## src/design/sdcl_pkg.sv

```systemverilog
// Shared types, constants and the CRC7 step for the SD CMD-line engine.
package sdcl_pkg;

  // Default number of card clocks to wait for a response start bit.
  localparam int START_WAIT_LIMIT_DEF = 32;

  localparam int BIT_W = 7;

  // Engine phases.
  localparam logic [2:0] PH_IDLE   = 3'd0;
  localparam logic [2:0] PH_PRE    = 3'd1;
  localparam logic [2:0] PH_TX     = 3'd2;
  localparam logic [2:0] PH_WAIT   = 3'd3;
  localparam logic [2:0] PH_RXIDX  = 3'd4;
  localparam logic [2:0] PH_RXDATA = 3'd5;
  localparam logic [2:0] PH_RXCRC  = 3'd6;

  // Item modes.
  localparam logic MODE_REQ  = 1'b0;
  localparam logic MODE_TICK = 1'b1;

  // Response kinds.
  localparam logic [1:0] KIND_NONE  = 2'd0;
  localparam logic [1:0] KIND_SHORT = 2'd1;
  localparam logic [1:0] KIND_LONG  = 2'd2;

  // Start and transmission bits that precede the command index.
  localparam logic [1:0] CMD_PREFIX = 2'b01;

  localparam logic [BIT_W-1:0] TX_FIELD_BITS = 7'd40;
  localparam logic [BIT_W-1:0] TX_CRC_LAST   = 7'd46;
  localparam logic [BIT_W-1:0] TX_LAST       = 7'd47;
  localparam logic [BIT_W-1:0] RX_IDX_LAST   = 7'd6;
  localparam logic [BIT_W-1:0] RX_SHORT_LAST = 7'd31;
  localparam logic [BIT_W-1:0] RX_LONG_LAST  = 7'd119;
  localparam logic [BIT_W-1:0] RX_CRC_LAST   = 7'd7;

  localparam logic [6:0] IDX_NO_CRC  = 7'd63;
  localparam logic [7:0] CRC_SKIP    = 8'hff;

  typedef struct packed {
    logic        mode;
    logic [15:0] lead_clocks;
    logic [5:0]  cmd_index;
    logic [31:0] argument;
    logic [1:0]  response_kind;
    logic        cmd_line_in;
  } item_t;

  typedef struct packed {
    logic        clock_pulse;
    logic        cmd_drive;
    logic        cmd_out;
    logic        busy_res;
    logic        done_res;
    logic [31:0] response_word;
    logic [6:0]  response_index;
    logic        crc_error;
    logic        no_response;
  } result_t;

  typedef struct packed {
    logic [2:0]       phase;
    logic [15:0]      preclock_left;
    logic [BIT_W-1:0] bit_count;
    logic [39:0]      tx_shift;
    logic [6:0]       tx_crc;
    logic [1:0]       kind_held;
    logic [6:0]       rx_index;
    logic [31:0]      rx_word;
    logic [6:0]       rx_crc_calc;
    logic [7:0]       rx_crc_byte;
  } state_t;

  // One bit of CRC7 with polynomial x^7 + x^3 + 1.
  function automatic logic [6:0] crc7_step(input logic [6:0] c, input logic b);
    logic fb;
    fb = c[6] ^ b;
    return {c[5:0], 1'b0} ^ (fb ? 7'h09 : 7'h00);
  endfunction

endpackage

```

## src/design/sdcl_if.sv

```systemverilog
// Valid/ready channel interfaces for request/tick items and result items.
interface sdcl_in_if;
  logic        valid;
  logic        ready;
  logic        mode;
  logic [15:0] lead_clocks;
  logic [5:0]  cmd_index;
  logic [31:0] argument;
  logic [1:0]  response_kind;
  logic        cmd_line_in;

  modport source(output valid, mode, lead_clocks, cmd_index, argument, response_kind,
                 cmd_line_in, input ready);
  modport sink(input valid, mode, lead_clocks, cmd_index, argument, response_kind,
               cmd_line_in, output ready);
endinterface

interface sdcl_out_if;
  logic        valid;
  logic        ready;
  logic        clock_pulse;
  logic        cmd_drive;
  logic        cmd_out;
  logic        busy_res;
  logic        done_res;
  logic [31:0] response_word;
  logic [6:0]  response_index;
  logic        crc_error;
  logic        no_response;

  modport source(output valid, clock_pulse, cmd_drive, cmd_out, busy_res, done_res,
                 response_word, response_index, crc_error, no_response, input ready);
  modport sink(input valid, clock_pulse, cmd_drive, cmd_out, busy_res, done_res,
               response_word, response_index, crc_error, no_response, output ready);
endinterface

```

## src/design/sdcl_step.sv

```systemverilog
// Next-state and result logic of the CMD-line engine for one request or tick.
module sdcl_step import sdcl_pkg::*; #(
  parameter int START_WAIT_LIMIT = START_WAIT_LIMIT_DEF,
  localparam int WaitW = $clog2(START_WAIT_LIMIT + 1)
) (
  input  state_t           st,
  input  logic [WaitW-1:0] wait_cnt,
  input  item_t            item,
  output state_t           st_nxt,
  output logic [WaitW-1:0] wait_nxt,
  output result_t          res
);

  localparam logic [WaitW-1:0] WaitLimit = WaitW'(START_WAIT_LIMIT);

  logic             b;
  logic [6:0]       idx_shift;
  logic [7:0]       crc_byte_shift;
  logic [WaitW-1:0] wait_inc;
  logic [BIT_W-1:0] data_last;

  always_comb begin
    st_nxt         = st;
    wait_nxt       = wait_cnt;
    res            = '0;
    b              = item.cmd_line_in;
    idx_shift      = {st.rx_index[5:0], b};
    crc_byte_shift = {st.rx_crc_byte[6:0], b};
    wait_inc       = wait_cnt + 1'b1;
    data_last      = (st.kind_held == KIND_LONG) ? RX_LONG_LAST : RX_SHORT_LAST;

    if (item.mode == MODE_REQ) begin
      // A request aborts whatever exchange is running.
      st_nxt.tx_shift      = {CMD_PREFIX, item.cmd_index, item.argument};
      st_nxt.tx_crc        = '0;
      st_nxt.kind_held     = item.response_kind;
      st_nxt.preclock_left = item.lead_clocks;
      st_nxt.bit_count     = '0;
      st_nxt.rx_index      = '0;
      st_nxt.rx_word       = '0;
      st_nxt.rx_crc_calc   = '0;
      st_nxt.rx_crc_byte   = '0;
      st_nxt.phase         = (item.lead_clocks != 16'd0) ? PH_PRE : PH_TX;
      wait_nxt             = '0;
      res.busy_res         = 1'b1;
    end else begin
      case (st.phase)
        PH_PRE: begin
          res.clock_pulse = 1'b1;
          res.busy_res    = 1'b1;
          if (st.preclock_left <= 16'd1) begin
            st_nxt.preclock_left = '0;
            st_nxt.phase         = PH_TX;
          end else begin
            st_nxt.preclock_left = st.preclock_left - 16'd1;
          end
        end
        PH_TX: begin
          res.clock_pulse = 1'b1;
          res.busy_res    = 1'b1;
          res.cmd_drive   = 1'b1;
          // The CRC is built up bit by bit while the first 40 bits go out,
          // then shifted out itself, followed by the end bit.
          if (st.bit_count < TX_FIELD_BITS) begin
            res.cmd_out     = st.tx_shift[39];
            st_nxt.tx_shift = {st.tx_shift[38:0], 1'b0};
            st_nxt.tx_crc   = crc7_step(st.tx_crc, st.tx_shift[39]);
          end else if (st.bit_count <= TX_CRC_LAST) begin
            res.cmd_out   = st.tx_crc[6];
            st_nxt.tx_crc = {st.tx_crc[5:0], 1'b0};
          end else begin
            res.cmd_out = 1'b1;
          end
          st_nxt.bit_count = st.bit_count + 1'b1;
          if (st.bit_count == TX_LAST) begin
            st_nxt.bit_count = '0;
            if (st.kind_held == KIND_SHORT || st.kind_held == KIND_LONG) begin
              wait_nxt     = '0;
              st_nxt.phase = PH_WAIT;
            end else begin
              res.done_res = 1'b1;
              st_nxt.phase = PH_IDLE;
            end
          end
        end
        PH_WAIT: begin
          res.clock_pulse = 1'b1;
          res.busy_res    = 1'b1;
          if (!b) begin
            st_nxt.bit_count   = '0;
            st_nxt.rx_index    = '0;
            st_nxt.rx_crc_calc = '0;
            st_nxt.phase       = PH_RXIDX;
          end else begin
            wait_nxt = wait_inc;
            if (wait_inc == WaitLimit) begin
              res.done_res    = 1'b1;
              res.no_response = 1'b1;
              st_nxt.phase    = PH_IDLE;
            end
          end
        end
        PH_RXIDX: begin
          res.clock_pulse    = 1'b1;
          res.busy_res       = 1'b1;
          st_nxt.rx_index    = idx_shift;
          st_nxt.rx_crc_calc = crc7_step(st.rx_crc_calc, b);
          st_nxt.bit_count   = st.bit_count + 1'b1;
          if (st.bit_count == RX_IDX_LAST) begin
            // Index 63 responses carry a CRC over the data only.
            if (idx_shift == IDX_NO_CRC) begin
              st_nxt.rx_crc_calc = '0;
            end
            st_nxt.bit_count = '0;
            st_nxt.rx_word   = '0;
            st_nxt.phase     = PH_RXDATA;
          end
        end
        PH_RXDATA: begin
          res.clock_pulse    = 1'b1;
          res.busy_res       = 1'b1;
          st_nxt.rx_word     = {st.rx_word[30:0], b};
          st_nxt.rx_crc_calc = crc7_step(st.rx_crc_calc, b);
          st_nxt.bit_count   = st.bit_count + 1'b1;
          if (st.bit_count == data_last) begin
            st_nxt.bit_count   = '0;
            st_nxt.rx_crc_byte = '0;
            st_nxt.phase       = PH_RXCRC;
          end
        end
        PH_RXCRC: begin
          res.clock_pulse    = 1'b1;
          res.busy_res       = 1'b1;
          st_nxt.rx_crc_byte = crc_byte_shift;
          st_nxt.bit_count   = st.bit_count + 1'b1;
          if (st.bit_count == RX_CRC_LAST) begin
            st_nxt.bit_count   = '0;
            res.done_res       = 1'b1;
            res.response_word  = st.rx_word;
            res.response_index = st.rx_index;
            res.crc_error      = !(st.rx_index == IDX_NO_CRC && crc_byte_shift == CRC_SKIP)
                                 && (crc_byte_shift[7:1] != st.rx_crc_calc);
            st_nxt.phase       = PH_IDLE;
          end
        end
        default: begin
          st_nxt.phase = PH_IDLE;
        end
      endcase
    end
  end

endmodule

```

## src/design/sd_cmd_line_engine.sv

```systemverilog
// SD host CMD-line engine: sends a command with CRC7 and receives the response.
// The result of an item is registered and valid in the cycle after its transfer.
// Throughput: one item per cycle unless the output stalls; the state register and
// the result register update in the same cycle, so the next item may follow at once.
// Reset: synchronous, active low; the engine returns to idle with no result pending.
module sd_cmd_line_engine import sdcl_pkg::*; #(
  parameter int START_WAIT_LIMIT = START_WAIT_LIMIT_DEF
) (
  input logic       clk,
  input logic       rst_n,
  sdcl_in_if.sink   in_ch,
  sdcl_out_if.source out_ch
);

  localparam int WaitW = $clog2(START_WAIT_LIMIT + 1);

  state_t           state_r, state_nxt;
  logic [WaitW-1:0] wait_r, wait_nxt;
  result_t          res_r, res_nxt;
  logic             out_valid_r;
  logic             in_ready;
  logic             accept;
  item_t            item;

  assign in_ready    = !out_valid_r || out_ch.ready;
  assign accept      = in_ch.valid && in_ready;
  assign in_ch.ready = in_ready;

  assign item = '{mode:          in_ch.mode,
                  lead_clocks:   in_ch.lead_clocks,
                  cmd_index:     in_ch.cmd_index,
                  argument:      in_ch.argument,
                  response_kind: in_ch.response_kind,
                  cmd_line_in:   in_ch.cmd_line_in};

  sdcl_step #(
    .START_WAIT_LIMIT(START_WAIT_LIMIT)
  ) u_step (
    .st       (state_r),
    .wait_cnt (wait_r),
    .item     (item),
    .st_nxt   (state_nxt),
    .wait_nxt (wait_nxt),
    .res      (res_nxt)
  );

  always_ff @(posedge clk) begin
    if (!rst_n) begin
      state_r     <= '0;
      wait_r      <= '0;
      out_valid_r <= 1'b0;
    end else if (accept) begin
      state_r     <= state_nxt;
      wait_r      <= wait_nxt;
      out_valid_r <= 1'b1;
    end else if (out_ch.ready) begin
      out_valid_r <= 1'b0;
    end
  end

  always_ff @(posedge clk) begin
    if (accept) begin
      res_r <= res_nxt;
    end
  end

  assign out_ch.valid          = out_valid_r;
  assign out_ch.clock_pulse    = res_r.clock_pulse;
  assign out_ch.cmd_drive      = res_r.cmd_drive;
  assign out_ch.cmd_out        = res_r.cmd_out;
  assign out_ch.busy_res       = res_r.busy_res;
  assign out_ch.done_res       = res_r.done_res;
  assign out_ch.response_word  = res_r.response_word;
  assign out_ch.response_index = res_r.response_index;
  assign out_ch.crc_error      = res_r.crc_error;
  assign out_ch.no_response    = res_r.no_response;

`ifndef NO_ASSERTIONS
  a_req_starts: assert property (@(posedge clk) disable iff (!rst_n)
    accept && in_ch.mode == MODE_REQ |=> state_r.phase != PH_IDLE)
    else $error("request did not start an exchange");

  a_drive_clocked: assert property (@(posedge clk) disable iff (!rst_n)
    out_valid_r && res_r.cmd_drive |-> res_r.clock_pulse && res_r.busy_res)
    else $error("CMD driven without a card clock");

  a_status_with_done: assert property (@(posedge clk) disable iff (!rst_n)
    out_valid_r && (res_r.crc_error || res_r.no_response) |-> res_r.done_res)
    else $error("error status outside the final transfer");

  a_tx_count: assert property (@(posedge clk) disable iff (!rst_n)
    state_r.phase == PH_TX |-> state_r.bit_count <= TX_LAST)
    else $error("command bit count out of range");
`endif

endmodule
```

## src/flat_wrapper.sv

```systemverilog
// flat-port wrapper written by rule: the top's interface ports become plain ports
module sd_cmd_line_engine_flat import sdcl_pkg::*;
#(
  parameter int START_WAIT_LIMIT = START_WAIT_LIMIT_DEF
)
  (clk, rst_n, in_ch_valid, in_ch_mode, in_ch_lead_clocks, in_ch_cmd_index, in_ch_argument, in_ch_response_kind, in_ch_cmd_line_in, in_ch_ready, out_ch_valid, out_ch_clock_pulse, out_ch_cmd_drive, out_ch_cmd_out, out_ch_busy_res, out_ch_done_res, out_ch_response_word, out_ch_response_index, out_ch_crc_error, out_ch_no_response, out_ch_ready);
  sdcl_in_if in_ch_i ();
  sdcl_out_if out_ch_i ();
  input logic clk;
  input logic rst_n;
  input wire logic [$bits(in_ch_i.valid)-1:0] in_ch_valid;
  input wire logic [$bits(in_ch_i.mode)-1:0] in_ch_mode;
  input wire logic [$bits(in_ch_i.lead_clocks)-1:0] in_ch_lead_clocks;
  input wire logic [$bits(in_ch_i.cmd_index)-1:0] in_ch_cmd_index;
  input wire logic [$bits(in_ch_i.argument)-1:0] in_ch_argument;
  input wire logic [$bits(in_ch_i.response_kind)-1:0] in_ch_response_kind;
  input wire logic [$bits(in_ch_i.cmd_line_in)-1:0] in_ch_cmd_line_in;
  output wire logic [$bits(in_ch_i.ready)-1:0] in_ch_ready;
  output wire logic [$bits(out_ch_i.valid)-1:0] out_ch_valid;
  output wire logic [$bits(out_ch_i.clock_pulse)-1:0] out_ch_clock_pulse;
  output wire logic [$bits(out_ch_i.cmd_drive)-1:0] out_ch_cmd_drive;
  output wire logic [$bits(out_ch_i.cmd_out)-1:0] out_ch_cmd_out;
  output wire logic [$bits(out_ch_i.busy_res)-1:0] out_ch_busy_res;
  output wire logic [$bits(out_ch_i.done_res)-1:0] out_ch_done_res;
  output wire logic [$bits(out_ch_i.response_word)-1:0] out_ch_response_word;
  output wire logic [$bits(out_ch_i.response_index)-1:0] out_ch_response_index;
  output wire logic [$bits(out_ch_i.crc_error)-1:0] out_ch_crc_error;
  output wire logic [$bits(out_ch_i.no_response)-1:0] out_ch_no_response;
  input wire logic [$bits(out_ch_i.ready)-1:0] out_ch_ready;
  assign in_ch_i.valid = in_ch_valid;
  assign in_ch_i.mode = in_ch_mode;
  assign in_ch_i.lead_clocks = in_ch_lead_clocks;
  assign in_ch_i.cmd_index = in_ch_cmd_index;
  assign in_ch_i.argument = in_ch_argument;
  assign in_ch_i.response_kind = in_ch_response_kind;
  assign in_ch_i.cmd_line_in = in_ch_cmd_line_in;
  assign in_ch_ready = in_ch_i.ready;
  assign out_ch_valid = out_ch_i.valid;
  assign out_ch_clock_pulse = out_ch_i.clock_pulse;
  assign out_ch_cmd_drive = out_ch_i.cmd_drive;
  assign out_ch_cmd_out = out_ch_i.cmd_out;
  assign out_ch_busy_res = out_ch_i.busy_res;
  assign out_ch_done_res = out_ch_i.done_res;
  assign out_ch_response_word = out_ch_i.response_word;
  assign out_ch_response_index = out_ch_i.response_index;
  assign out_ch_crc_error = out_ch_i.crc_error;
  assign out_ch_no_response = out_ch_i.no_response;
  assign out_ch_i.ready = out_ch_ready;
  sd_cmd_line_engine #(.START_WAIT_LIMIT(START_WAIT_LIMIT)) u_core (.clk(clk), .rst_n(rst_n), .in_ch(in_ch_i), .out_ch(out_ch_i));
endmodule
```

## config.mk

```make
export PLATFORM = sky130hd
export DESIGN_NAME = sd_cmd_line_engine_flat
export DESIGN_NICKNAME = d
export VERILOG_FILES = /design/src/design/sdcl_pkg.sv /design/src/design/sdcl_if.sv /design/src/design/sdcl_step.sv /design/src/design/sd_cmd_line_engine.sv /design/src/flat_wrapper.sv
export SDC_FILE = /design/constraint.sdc
export NUM_CORES = 1
export LEC_CHECK = 0
export BUFFER_PORTS_ARGS = -buffer_cell sky130_fd_sc_hd__buf_2
export CAP_MARGIN = 30
export CORE_MARGIN = 10
export CORE_UTILIZATION = 30
export CTS_CLUSTER_DIAMETER = 200
export DETAILED_ROUTE_END_ITERATION = 6
export GPL_TIMING_DRIVEN = 0
export PLACE_DENSITY = 0.48
export SLEW_MARGIN = 20
export SYNTH_ARGS = -nofsm -noshare
export SYNTH_HDL_FRONTEND = slang
export SYNTH_HIERARCHICAL = 1
export SYNTH_SLANG_ARGS = --single-unit
```

## constraint.sdc

```tcl
create_clock -name clk -period 5.8 [get_ports clk]
set_clock_uncertainty 0.05 [all_clocks]
set_input_delay 0.58 -clock clk [delete_from_list [all_inputs] [get_ports clk]]
set_output_delay 0.58 -clock clk [all_outputs]
set_load 0.02 [all_outputs]
```

; ---- Word-level counts from Yosys, hierarchy flattened
; Index checks and enable logic that the tools add are counted.
[totals]
regBits = 181
word_cells = 143
inputBits = 62
[classes]
n_bitwise = 5
n_reduce_logical = 24
muxes = 51
add_sub_neg = 3
n_lt_le_gt_ge = 3
n_eq_ne = 36
[op_table]
columns = cell, n
row1 = 73-bit 2-to-1 mux, 1
row2 = 32-bit case mux with 2 select lines, 1
row3 = 7-bit 2-to-1 mux, 9
row4 = 54-bit 2-to-1 mux, 1
row5 = 47-bit 2-to-1 mux, 1
row6 = 41-bit 2-to-1 mux, 1
row7 = 40-bit 2-to-1 mux, 1
row8 = 39-bit 2-to-1 mux, 1
row9 = 7-bit case mux with 5 select lines, 1
row10 = 16-bit 2-to-1 mux, 2
row11 = 6-bit 2-to-1 mux, 4
row12 = 3-bit != test (second input constant), 8
row13 = 3-bit AND reduction, 8
row14 = 7-bit by 6-bit equality test with 1-bit output (second input constant), 3
row15 = 3-bit 2-to-1 mux, 7
row16 = 7-bit case mux with 3 select lines, 1
row17 = 3-bit case mux with 6 select lines, 1
row18 = 16-bit by 1-bit less-or-equal comparator with 1-bit output (second input constant), 1
row19 = 8-bit case mux with 2 select lines, 1
row20 = 16-bit nonzero test, 1
row21 = 16-bit by 1-bit subtractor with 16-bit output (second input constant), 1
row22 = 3-bit by 1-bit != test with 1-bit output (second input constant), 5
row23 = 7-bit by 3-bit equality test with 1-bit output (second input constant), 2
row24 = 7-bit case mux with 2 select lines, 1
row25 = 34 further kinds, 59

; ---- Longest topological paths before layout
; Gate-level depths: netlist of the first run.
[depth]
depth_word = 7
ltp_mapped = 9

; ---- Modules after synthesis
; The synthesis of the first run kept the hierarchy.
[modules_own_cells]
columns = module, instances, area_per_inst_um2, cells_per_inst
row1 = sd_cmd_line_engine, 1, 6731.5, 636
row2 = sdcl_step, 1, 3542.1, 575

; ---- Worst setup path before layout of the first run
; OpenSTA, ideal clock, no wires.
[synth_path]
path_kind = input -> register
from = input port out_ch_ready
to = register u_core.res_r (netlist bit u_core/out_ch.busy_res) (enable)
stages = 4
slack_ns = 3.641
t_arrival_ns = 1.720
cell_sequence = nand2b_4 -> and2_1 -> buf_6 -> buf_2
[synth_between]
elab_chain_cells = 2
[synth_lines]
columns = item, line_no
row1 = start: declaration, flat_wrapper.sv:29  ; input wire logic [$bits(out_ch_i.ready)-1:0] out_ch_ready;
row2 = 1-bit logical OR, sd_cmd_line_engine.sv:25  ; assign in_ready = !out_valid_r || out_ch.ready;
row3 = 1-bit logical AND, sd_cmd_line_engine.sv:26  ; assign accept = in_ch.valid && in_ready;
row4 = net u_core.accept, sd_cmd_line_engine.sv:22  ; logic accept;
row5 = end signal: assignment, sd_cmd_line_engine.sv:63  ; res_r <= res_nxt;
row6 = end: declaration, sd_cmd_line_engine.sv:19  ; result_t res_r, res_nxt;
; The timed path passes the listed nets, and every way through them passes these cells.
; A chain may end at the register's enable or synchronous reset.

==> flow_metrics.py, run 1 <==
metrics = {
    "cts": {
        "cts_tree": "done",
        "cts.clk_slew.worst_paths_ns": 0.07,
        "postCtsSetupBuffers": 0,
        "cts_root_buffer": "clkbuf_16",
        "holdBufCountCts": 0,
        "cts_resized": 0,
        "cts_sinks": 181,
        "numCtsBuffers": 17,
        "clock_path_buffers": 2,
        "insertion_delay_ns": 0.44,
        "htree_levels": 4,
    },
    "die": {
        "start_util": 0.304,
        "core_area_um2": 33600,
        "fp.dieW_um": 205,
        "die_y_um": 205,
        "die_area_um2": 41900,
        "row_count": 67,
        "ioPinCount": 110,
    },
    "sta": {
        "setup_viol": 0,
        "tightest_slew_ns": 0.813,
        "min_period_ns": 2.51,
        "max_freq_mhz": 398,
        "rsz0062_at_grt": "false",
        "fin_setup_tns_ns": 0,
        "hold_viol_final": 0,
        "maxSlewViolCount": 0,
        "fin_crit_sh": 0.433,
        "slew_headroom": 0.454,
        "hold_ws_ns": 0.334,
        "setup_ws_ns": 3.29,
    },
    "worst_setup_path": {
        "rrSetupSlack_ns": 3.29,
        "crit_fanout": 10,
        "cp.required_ns": 6.12,
        "r2r-start": "u_core/state_r[126]$_SDFFE_PN0P_",
        "start_kind": "primary input",
        "slowest_stage": "clkbuf_1",
        "crit_buf_inv": 4,
        "crit_path_max_incr_delay_ns": 0.57,
        "critical_path.cell_chain": "clkbuf_1 > buf_1 > buf_8 > clkbuf_1 > nor2_1 > a21oi_1 > nand2_1 > mux2i_1",
        "critPathKind": "primary input to register",
        "r2r_cells": 8,
        "crit_top_cell": "clkbuf_1",
        "r2r_end": "u_core/state_r[125]$_SDFFE_PN0P_",
        "worstPathArrival_ns": 2.83,
        "crit_path_end_kind": "register",
        "cp-startpoint": "in_ch_mode",
        "critPathTopFamily": "buffers and inverters",
    },
    "placement": {
        "placedCellCount": 1762,
        "routabilityCongestion": 0.853,
        "dp_hpwl_mm": 21.7,
        "pre_cts_ws_ns": 2.81,
        "port_buffers": 107,
    },
    "layout": {
        "fin_util": 0.356,
        "nets": 1402,
        "drive_gt1_frac": 0.138,
        "fin_cells": 1795,
        "syn2layout_area_growth_pct": 17.0,
    },
    "worst_hold_path": {
        "hold_end": "u_core/out_ch.valid$_SDFFE_PN0P_",
        "min_from": "in_ch_valid",
        "min_path_cells": 3,
        "hold_class": "primary input to register",
    },
    "global_routing": {
        "grt_antenna_before_repair": 1,
        "track_usage": 0.141,
        "grt_pass1_vias": 8541,
        "grt_pass1_wl_mm": 47.9,
        "grt-ovfl-total": 0,
        "grt_max_degree": 51,
    },
    "yosys": {
        "syn_avg_cell_area_um2": 8.49,
        "netlist_area_um2": 10200,
        "syn-instance-count": 1205,
        "yosysWarnings": 6,
        "syn-num-nets": 1274,
    },
    "routing": {
        "via_count": 8845,
        "drt_wl_total_mm": 30.0,
        "drc_errors": 0,
        "initialDrtViolationCount": 450,
        "via_per_inst": 4.93,
        "firstDrtPassIters": 4,
        "ant_nets": 0,
        "wl_per_cell_um": 16.7,
    },
    "power_and_ir_drop": {
        "p_per_area_nw_per_um2": 245,
        "leakage_uw": 0.00469,
        "irDropWorstVdd_mv": 0.207,
    },
    "job": {
        "maxCapViolCount": 0,
    },
    "status": {
        "status": "finished clean",
    },
}
[worst register-to-register path, stage by stage, from the launching register on]
cell       delay, ns
dfxtp_1         0.48
buf_2           0.30
nor2b_1         0.45
nand3_1         0.36
nor4_1          0.38
xnor2_1         0.10
o2bb2ai_1       0.13
nand2_1         0.06
mux2i_1         0.14
[stage by stage]
stage               total power [µW]  area [µm²]
floorplan                       1640       10200
global placement                1770       11300
detailed placement              1770       11400
CTS                             2970       12000
global route                    3050       12000
finish                          2930       12000
[registers in the layout, summed over array words and instances (netlist names)]
name and cells:
u_core/out_ch.clock_pulse 1, u_core/wait_r 6, u_core/out_ch.valid 1, u_core/out_ch.response_index 7, u_core/out_ch.busy_res 1, u_core/out_ch.no_response 1, u_core/out_ch.cmd_drive 1, u_core/out_ch.crc_error 1
u_core/out_ch.done_res 1, u_core/out_ch.response_word 32, u_core/state_r 128, u_core/out_ch.cmd_out 1
[worst max-delay path by stage]
stage,end,depth (start not counted)
finish,u_core/state_r[100]$_SDFFE_PN0P_,8
global route,u_core/state_r[121]$_SDFFE_PN0P_,8
CTS,u_core/state_r[99]$_SDFFE_PN0P_,8
detailed placement,u_core/state_r[111]$_SDFFE_PN0P_,8
global placement,u_core/state_r[111]$_SDFFE_PN0P_,7
floorplan,u_core/out_ch.busy_res$_DFFE_PP_,4
[routing by layer]
metal / share of wire / GRT usage
met1: 0.49 / 0.192
met2: 0.45 / 0.223
met3: 0.048 / 0.0313
met4: 0.0093 / 0.0325
met5: 0 / 0
[layout by cell type (no fill, tap or decap), drive strengths merged, types with 16 or more instances in the layout]
| cell | count |
|---|---|
| mux2i | 180 |
| a22oi | 52 |
| inv | 19 |
| edfxtp | 46 |
| buf | 142 |
| clkbuf | 82 |
| dfxtp | 135 |
| and3 | 42 |
| xnor2 | 16 |
| o2bb2ai | 17 |
| nand2 | 284 |
| a21oi | 50 |
| nor2 | 119 |
[final cells by class]
class | instances | area (µm²)
Inverter | 13 | 48.8
Tap cell | 448 | 561
Timing Repair Buffer | 109 | 578
Multi-Input combinational cell | 913 | 5650
Sequential cell | 181 | 4080
Clock buffer | 17 | 425
Antenna cell | 1 | 2.50
Clock inverter | 15 | 166
Buffer | 98 | 447
Fill cell | 3580 | 21700
[power breakdown]
part           switching [µW]  total (µW)  internal (µW)  leakage, µW
Sequential               30.2        1370           1340      0.00155
Clock                     573        1190            613     0.000286
Combinational             234         373            139      0.00285
Total                     838        2930           2090      0.00469
Note: power is estimated with default switching activity, not from simulation.
==> run 2, diff against run 1 <==
- PLACE_DENSITY: 0.48 -> 0.5
- clock period: 5.8 -> 2.1 ns (I/O delays scaled with it)
==> run 2 against run 1 <==
  * The flow now finishes with violations (negative setup slack)
  * Worst setup slack got worse by 3.3 ns
  * Worst hold slack got worse by 0.31 ns
  * Combinational power increased to 3.0 times the previous value
  * Via count increased by 0.94%
  * Register-to-register slack got worse by 3.3 ns
  * Flip-flop and latch count unchanged
  * Die area unchanged
  * Cell area increased by 4.5%
  * Critical path depth unchanged
  * Clock-buffer cell count unchanged
  * Global-route usage decreased by 0.20 points
  * Clock power increased to 2.8 times the previous value
==> flow_metrics.py, run 2 (synthesis gave the netlist of run 1 again) <==
metrics = {
    "status": {
        "status": "finished, violations left",
        "violations": "negative setup slack",
    },
    "sta": {
        "hold_viol_final": 0,
        "max_freq_mhz": 471,
        "maxSlewViolCount": 0,
        "fin_crit_sh": 1.01,
        "tightest_slew_ns": 0.873,
        "setup_ws_ns": -0.0218,
        "min_period_ns": 2.12,
        "slew_headroom": 0.418,
        "rsz0062_at_grt": "true",
        "setup_viol": 6,
        "hold_ws_ns": 0.0195,
    },
    "die": {
        "die_y_um": 205,
        "die_area_um2": 41900,
        "core_area_um2": 33600,
        "row_count": 67,
        "start_util": 0.304,
        "ioPinCount": 110,
        "fp.dieW_um": 205,
    },
    "cts": {
        "numCtsBuffers": 17,
        "htree_levels": 4,
        "insertion_delay_ns": 0.44,
        "cts_tree": "done",
        "cts_sinks": 181,
        "cts.clk_slew.worst_paths_ns": 0.08,
        "clock_path_buffers": 2,
        "cts_root_buffer": "clkbuf_16",
    },
    "worst_hold_path": {
        "hold_class": "primary input to register",
    },
    "global_routing": {
        "grt_antenna_before_repair": 0,
        "grt_pass1_wl_mm": 47.6,
        "grt_pass1_vias": 8566,
        "grt_max_degree": 56,
        "grt-ovfl-total": 0,
        "track_usage": 0.139,
    },
    "routing": {
        "drc_errors": 0,
        "initialDrtViolationCount": 466,
        "via_count": 8928,
        "wl_per_cell_um": 16.4,
        "drt_wl_total_mm": 29.6,
        "firstDrtPassIters": 5,
        "ant_nets": 0,
        "via_per_inst": 4.95,
    },
    "layout": {
        "largest_reg_flops": 128,
        "syn2layout_area_growth_pct": 22.2,
        "nets": 1410,
        "fin_cells": 1802,
        "drive_gt1_frac": 0.208,
        "layout_commonest_cell": "nand2_1",
        "final_cell_mix": "284 x nand2_1, 179 x mux2i_1, 127 x buf_2, 127 x dfxtp_1, 113 x nor2_1",
        "final_cell_area_um2": 12500,
        "regArea_um2": 4100,
        "fin_util": 0.372,
        "largest-register": "u_core/state_r",
        "insertedDiodeCount": 0,
        "multiInputGateArea_um2": 6040,
        "final.fill_count": 3504,
    },
    "placement": {
        "placedCellCount": 1761,
        "port_buffers": 107,
        "dp_hpwl_mm": 21.2,
        "routabilityCongestion": 0.857,
        "placed_area_um2": 11300,
    },
    "power_and_ir_drop": {
        "irDropWorstVdd_mv": 0.546,
        "p_per_area_nw_per_um2": 654,
        "power.total_uw": 8180,
        "leakage_uw": 0.00487,
    },
    "worst_setup_path": {
        "cp.required_ns": 2.35,
        "worstPathArrival_ns": 2.37,
        "crit_path_end_kind": "register",
        "crit_fanout": 5,
        "critPathKind": "register to register",
        "start_kind": "register",
    },
    "job": {
        "maxCapViolCount": 0,
    },
}
==> run 2: cell types whose count changed in the layout (fill, tap and decap cells not counted), moves of 6 or more <==
cell	delta
clkbuf_1	-22
o2bb2ai_1	-15
o2bb2ai_2	+13
clkbuf_2	+11
buf_4	+10
a22oi_1	-9
a22oi_2	+9
dfxtp_1	-8
buf_6	+7
dfxtp_2	+6
nor2_1	-6
==> run 2: cell type report <==
type                       count  share of cell area
inverter                      13             0.00390
buffer                        92              0.0385
multi-input combinational    913               0.483
sequential                   181               0.328
clock buffer                  17              0.0340
timing repair buffer         123              0.0542
tap                          448              0.0448
clock inverter                15              0.0136
==> run 2: report_power, final <==
part / switching, µW / internal, µW / total (µW)
sequential: 86.1 / 3690 / 3780
clock: 1500 / 1790 / 3290
combinational: 675 / 433 / 1110
==> run 2: path summary, 6_finish.rpt <==
check	from	endpoint	slack (ns)	depth (start not counted)
min reg2reg	u_core/state_r[54]$_SDFFE_PN0P_	u_core/state_r[54]$_SDFFE_PN0P_	0.42	2
max	u_core/state_r[122]$_SDFFE_PN0P_	u_core/state_r[116]$_SDFFE_PN0P_	-0.02	8
min	out_ch_ready	u_core/out_ch.valid$_SDFFE_PN0P_	0.02	3
max reg2reg	u_core/state_r[122]$_SDFFE_PN0P_	u_core/state_r[116]$_SDFFE_PN0P_	-0.02	8
==> run 2: routing by layer <==
| metal | global-route usage | share of wire |
|---|---|---|
| met5 | 0 | 0 |
| met4 | 0.0336 | 0.010 |
| met3 | 0.0272 | 0.043 |
| met2 | 0.217 | 0.45 |
| met1 | 0.194 | 0.50 |
==> run 2: metrics by stage <==
| step | worst slack (ns) | TNS [ns] |
|---|---|---|
| detailed placement | -0.597 | -38.89 |
| finish | -0.0218 | -0.0754 |
| CTS | -0.155 | -2.06 |
| floorplan | 0.0331 | 0 |
| global placement | -0.795 | -61.71 |
| global route | -0.139 | -1.79 |
==> run 2: critical path, cell delays in order, from the launching register on <==
cell	delay [ns]
dfxtp_2	0.34
or3_4	0.38
or4_4	0.45
o41ai_4	0.24
buf_4	0.19
buf_6	0.14
o2bb2ai_2	0.07
nand2_1	0.06
mux2i_1	0.07
==> run 2: repair_timing <==
item,in CTS,in global routing
setup buffers,8,5
gates resized for setup,62,67
pin swaps,20,9
setup endpoints to repair,170,146
cloned,1,0
hold endpoints to repair,1,0
hold buffers,1,0
